--- config.mk ---
export PLATFORM = sky130hd
export DESIGN_NAME = ckuct_ctrl
export DESIGN_NICKNAME = d
export VERILOG_FILES = /design/src/ckuct_pkg.sv /design/src/ckuct_ctrl.sv
export SDC_FILE = /design/constraint.sdc
export NUM_CORES = 1
export LEC_CHECK = 0
export ABC_AREA = 1
export BUFFER_PORTS_ARGS = -buffer_cell sky130_fd_sc_hd__buf_2
export CORE_AREA = 4 4 41 43
export CTS_CLUSTER_SIZE = 25
export DETAILED_ROUTE_END_ITERATION = 10
export DIE_AREA = 0 0 45 47
export PLACE_DENSITY = 0.68
export SKIP_LAST_GASP = 1
export SLEW_MARGIN = 20
export SYNTH_ARGS = -nofsm -noshare
export SYNTH_HDL_FRONTEND = slang
export SYNTH_SLANG_ARGS = --single-unit
--- constraint.sdc ---
create_clock -name clock -period 2.7 [get_ports clock]
set_input_delay 0.135 -clock clock [delete_from_list [all_inputs] [get_ports clock]]
set_output_delay 0.135 -clock clock [all_outputs]
set_load 0.005 [all_outputs]
--- src/ckuct_pkg.sv ---
// Shared types for the cheapest-units cost tree: controller states,
// controller-to-datapath commands and datapath status. No dependencies.
`default_nettype none
package ckuct_pkg;

   localparam int unsigned DemandWidth = 24;
   localparam int unsigned CountWidth  = 32;
   localparam int unsigned SumWidth    = 48;
   localparam int unsigned TotalWidth  = 64;

   typedef enum logic [1:0] {
      MODE_ADD  = 2'd0,
      MODE_REM  = 2'd1,
      MODE_TICK = 2'd2,
      MODE_NOP  = 2'd3
   } mode_type;

   typedef enum logic [3:0] {
      S_CLEAR,
      S_IDLE,
      S_DISPATCH,
      S_CHK_WALK,
      S_CHK_RD,
      S_CHK_CMP,
      S_UPD_RD,
      S_UPD_WR,
      S_TICK_RD,
      S_TICK_CMP,
      S_LEAF_MUL,
      S_LEAF_ACC,
      S_TOTAL,
      S_OUT
   } state_type;

   typedef struct packed {
      logic clr_write;   // write zero at the clear counter and advance it
      logic load_item;   // capture request beat, set walk to root
      logic walk_init;   // return walk to root
      logic walk_step;   // descend toward the item price
      logic tick_step;   // descend by count compare, accumulate left side
      logic rd_left;     // read left child instead of current node
      logic upd_write;   // write back updated node
      logic leaf_mul;    // form leaf partial cost
      logic leaf_acc;    // add leaf cost to day cost
      logic total_add;   // add day cost to running total
      logic out_load;    // load result register
      logic out_reject;  // result is a rejection
   } cmd_type;

   typedef struct packed {
      logic clr_done;
      logic at_leaf;
      logic bad_price;
      logic chk_fail;
      logic out_free;
      mode_type mode;
   } status_type;

endpackage
`default_nettype wire

--- src/ckuct_ctrl.sv ---
// Sequencer for the cost tree: clearing pass, update and tick walks,
// result hand-off. Uses ckuct_pkg command and status types.
`default_nettype none
module ckuct_ctrl (
   input  wire logic                 clock,
   input  wire logic                 reset,
   input  wire logic                 req_valid,
   output logic                      req_ready,
   input  wire ckuct_pkg::status_type status,
   output ckuct_pkg::cmd_type        cmd
);

   ckuct_pkg::state_type state_ff, state_in;

   // state register
   always_ff @(posedge clock) begin
      if (reset) begin
         state_ff <= ckuct_pkg::S_CLEAR;
      end else begin
         state_ff <= state_in;
      end
   end

   // next state and commands
   always_comb begin
      state_in  = state_ff;
      cmd       = '0;
      req_ready = 1'b0;
      unique case (state_ff)
         ckuct_pkg::S_CLEAR: begin
            cmd.clr_write = 1'b1;
            if (status.clr_done) begin
               state_in = ckuct_pkg::S_IDLE;
            end
         end
         ckuct_pkg::S_IDLE: begin
            req_ready = 1'b1;
            if (req_valid) begin
               cmd.load_item = 1'b1;
               state_in      = ckuct_pkg::S_DISPATCH;
            end
         end
         ckuct_pkg::S_DISPATCH: begin
            unique case (status.mode)
               ckuct_pkg::MODE_NOP:  state_in = ckuct_pkg::S_IDLE;
               ckuct_pkg::MODE_TICK: state_in = ckuct_pkg::S_TICK_RD;
               ckuct_pkg::MODE_ADD: begin
                  state_in = status.bad_price ? ckuct_pkg::S_OUT : ckuct_pkg::S_CHK_RD;
               end
               ckuct_pkg::MODE_REM: begin
                  state_in = status.bad_price ? ckuct_pkg::S_OUT : ckuct_pkg::S_CHK_WALK;
               end
               default: state_in = ckuct_pkg::S_IDLE;
            endcase
         end
         ckuct_pkg::S_CHK_WALK: begin
            // find the leaf for the removal check
            if (status.at_leaf) begin
               state_in = ckuct_pkg::S_CHK_RD;
            end else begin
               cmd.walk_step = 1'b1;
            end
         end
         ckuct_pkg::S_CHK_RD: begin
            state_in = ckuct_pkg::S_CHK_CMP;
         end
         ckuct_pkg::S_CHK_CMP: begin
            if (status.chk_fail) begin
               state_in = ckuct_pkg::S_OUT;
            end else begin
               cmd.walk_init = 1'b1;
               state_in      = ckuct_pkg::S_UPD_RD;
            end
         end
         ckuct_pkg::S_UPD_RD: begin
            state_in = ckuct_pkg::S_UPD_WR;
         end
         ckuct_pkg::S_UPD_WR: begin
            cmd.upd_write = 1'b1;
            if (status.at_leaf) begin
               state_in = ckuct_pkg::S_IDLE;
            end else begin
               cmd.walk_step = 1'b1;
               state_in      = ckuct_pkg::S_UPD_RD;
            end
         end
         ckuct_pkg::S_TICK_RD: begin
            cmd.rd_left = !status.at_leaf;
            state_in    = status.at_leaf ? ckuct_pkg::S_LEAF_MUL : ckuct_pkg::S_TICK_CMP;
         end
         ckuct_pkg::S_TICK_CMP: begin
            cmd.tick_step = 1'b1;
            state_in      = ckuct_pkg::S_TICK_RD;
         end
         ckuct_pkg::S_LEAF_MUL: begin
            cmd.leaf_mul = 1'b1;
            state_in     = ckuct_pkg::S_LEAF_ACC;
         end
         ckuct_pkg::S_LEAF_ACC: begin
            cmd.leaf_acc = 1'b1;
            state_in     = ckuct_pkg::S_TOTAL;
         end
         ckuct_pkg::S_TOTAL: begin
            cmd.total_add = 1'b1;
            state_in      = ckuct_pkg::S_OUT;
         end
         ckuct_pkg::S_OUT: begin
            // hold until the result register frees up
            cmd.out_reject = (status.mode != ckuct_pkg::MODE_TICK);
            if (status.out_free) begin
               cmd.out_load = 1'b1;
               state_in     = ckuct_pkg::S_IDLE;
            end
         end
         default: state_in = ckuct_pkg::S_CLEAR;
      endcase
   end

endmodule
`default_nettype wire

==> qor.yml <==
crit_type: "flip-flop to output pin"
outcome: "finished clean"
largest-register: "state_ff"
rsz0062_at_grt: "no"
first_pass_iters: 4
fmax_mhz: 701
grt-ovfl-total: 0
row_count: 13
synth_cell_type_count: 17
setup_violations: 0
top_regs: "state_ff x4"
path_max_fanout: 7
layout.cells.most_common: "nand2_1"
final_cell_mix: "nand2_1, buf_2, nor2_1"
antennaDiodeCount: 0
hold_buffers: 0
placedCellCount: 131
cts_root_buf: "clkbuf_4"
tightest_slew_ps: 261
cp.required_ps: 2570
post_cts_resized: 0
synth_area_um2: 504
fill_cells: 156
cts_max_level: 1
layout_min_cycle_time_ps: 1430
maxCapViolCount: 0
finalMaxSlewViolations: 0
grt_pass1_vias: 562
grt_antenna_before_repair: 0
die_height_um: 47
yosys.area.top_type: "nand2_1"
vias_per_cell: 4.83
place_ws_ps: 1440
ys_warn_count: 0
skew_ps: 2.81
ir_worst_vdd_mv: 0.434
min_path_type: "input pin to flip-flop"
gp_congestion: 0.814
clk_latency_ps: 230
cts_tree: "built"
synth_cells: 94
grt_max_degree: 8
grtUsageTotal: 0.146
cts_sinks: 4
grt_pass1_wl_um: 2330
die_width_um: 45
yosysSeqAreaShare: 0.159
synth_top_area_frac: 0.171
postSynthAreaPerCell_um2: 5.36
p_per_area_nw_per_um2: 661
start_util: 0.388
final-hold-violation-count: 0
end_kind: "output pin"
dp_hpwl_um: 1110
totalWireLength_um: 1280
post_cts_buffers: 0
syn_to_final_growth_pct: 30.0
layout_setup_ws_ps: 1270
crit_path_start_kind: "flip-flop"
synthTopCellsByArea: "nand2_1, dfxtp_1, nor2_1"
largest_reg_flops: 4
cp.arrival_ps: 1290
drive_above_1_share: 0.336
syn_nets: 104
stdcell_count: 134
drt-initial-drc-count: 10
port_buffers: 22
clock_path_buffers: 2
io_pins: 23
drc_errors: 0
period_share: 0.528
wl_per_cell_um: 9.57
leakagePower_uw: 0.000390
ys_ff_latch: 4
ant_nets: 0
fin_tns_setup_ps: 0
max_slew_margin: 0.825
cts_buffers: 3
vias: 647
clk_pin_slew_ps: 40
dieArea_um2: 2120
core_area_um2: 1300
nets: 131
## metal layers
metal / GRT usage / routed length [um] / share of wire / vias to the layer above
li1: - / - / - / 344
met1: 0.195 / 620 / 0.48 / 286
met2: 0.237 / 580 / 0.45 / 17
met3: 0.0115 / 82 / 0.064 / 0
met4: 0.0702 / 0 / 0 / 0
met5: 0 / 0 / 0 / -
## per-stage QoR
| stage | utilization | hold slack, ps | power, uW | instance area, um2 |
|---|---|---|---|---|
| finish | 0.504 | 106 | 433 | 656 |
| global route | 0.504 | 115 | 480 | 656 |
| CTS | 0.504 | 97.5 | 437 | 656 |
| detailed placement | 0.487 | 342 | 361 | 633 |
| global placement | 0.487 | 339 | 360 | 633 |
| floorplan | - | 197 | 289 | 504 |
## final timing paths
kind / cells after the start / start / endpoint / slack [ps]
max: 5 / state_ff[2]$_SDFFE_PP0P_ / cmd[8] / 1270
min reg2reg: 2 / state_ff[0]$_SDFFE_PP0P_ / state_ff[0]$_SDFFE_PP0P_ / 600
min: 2 / reset / state_ff[0]$_SDFFE_PP0P_ / 110
max reg2reg: 7 / state_ff[1]$_SDFFE_PP0P_ / state_ff[0]$_SDFFE_PP0P_ / 1420
## synth_stat cells
library cell  count
nand2_1          23
nor2_1           18
inv_1            16
nand3_1           7
a21oi_1           4
dfxtp_1           4
inv_2             4
nand3_2           3
nor2_2            3
nor2_4            3
o21ai_0           2
o21ai_1           2
a21oi_2           1
a41oi_1           1
clkinv_1          1
o211ai_1          1
o21ai_2           1
## power by group
| part | total, uW | switching, uW | internal [uW] |
|---|---|---|---|
| sequential | 104 | 29.2 | 75.3 |
| combinational | 257 | 162 | 95.8 |
| clock | 71.6 | 22.0 | 49.6 |
## area by class of cell
cell class	instances	area, um2	area share
multi-input cells	69	345	0.527
repair buffers	22	110	0.168
flip-flops and latches	4	80.1	0.122
inverters	21	78.8	0.120
clock buffers	3	22.5	0.0344
well taps	15	18.8	0.0286
## logic make-up (layout without fill, tap and decap cells)
family,Yosys count,in the layout,share of synthesized area
AOI/OAI and AO/OA,12,12,0.146
buffers and inverters,21,46,0.156
DFF,4,4,0.159
and+or+nand+nor,57,57,0.538
## worst max-delay path: stages, from the launching register on
cell	delay, ps
dfxtp_1	450
inv_2	80
nor2_4	170
nand2_1	90
o21ai_0	140
buf_2	130
Power figures use the tool's default switching activity.
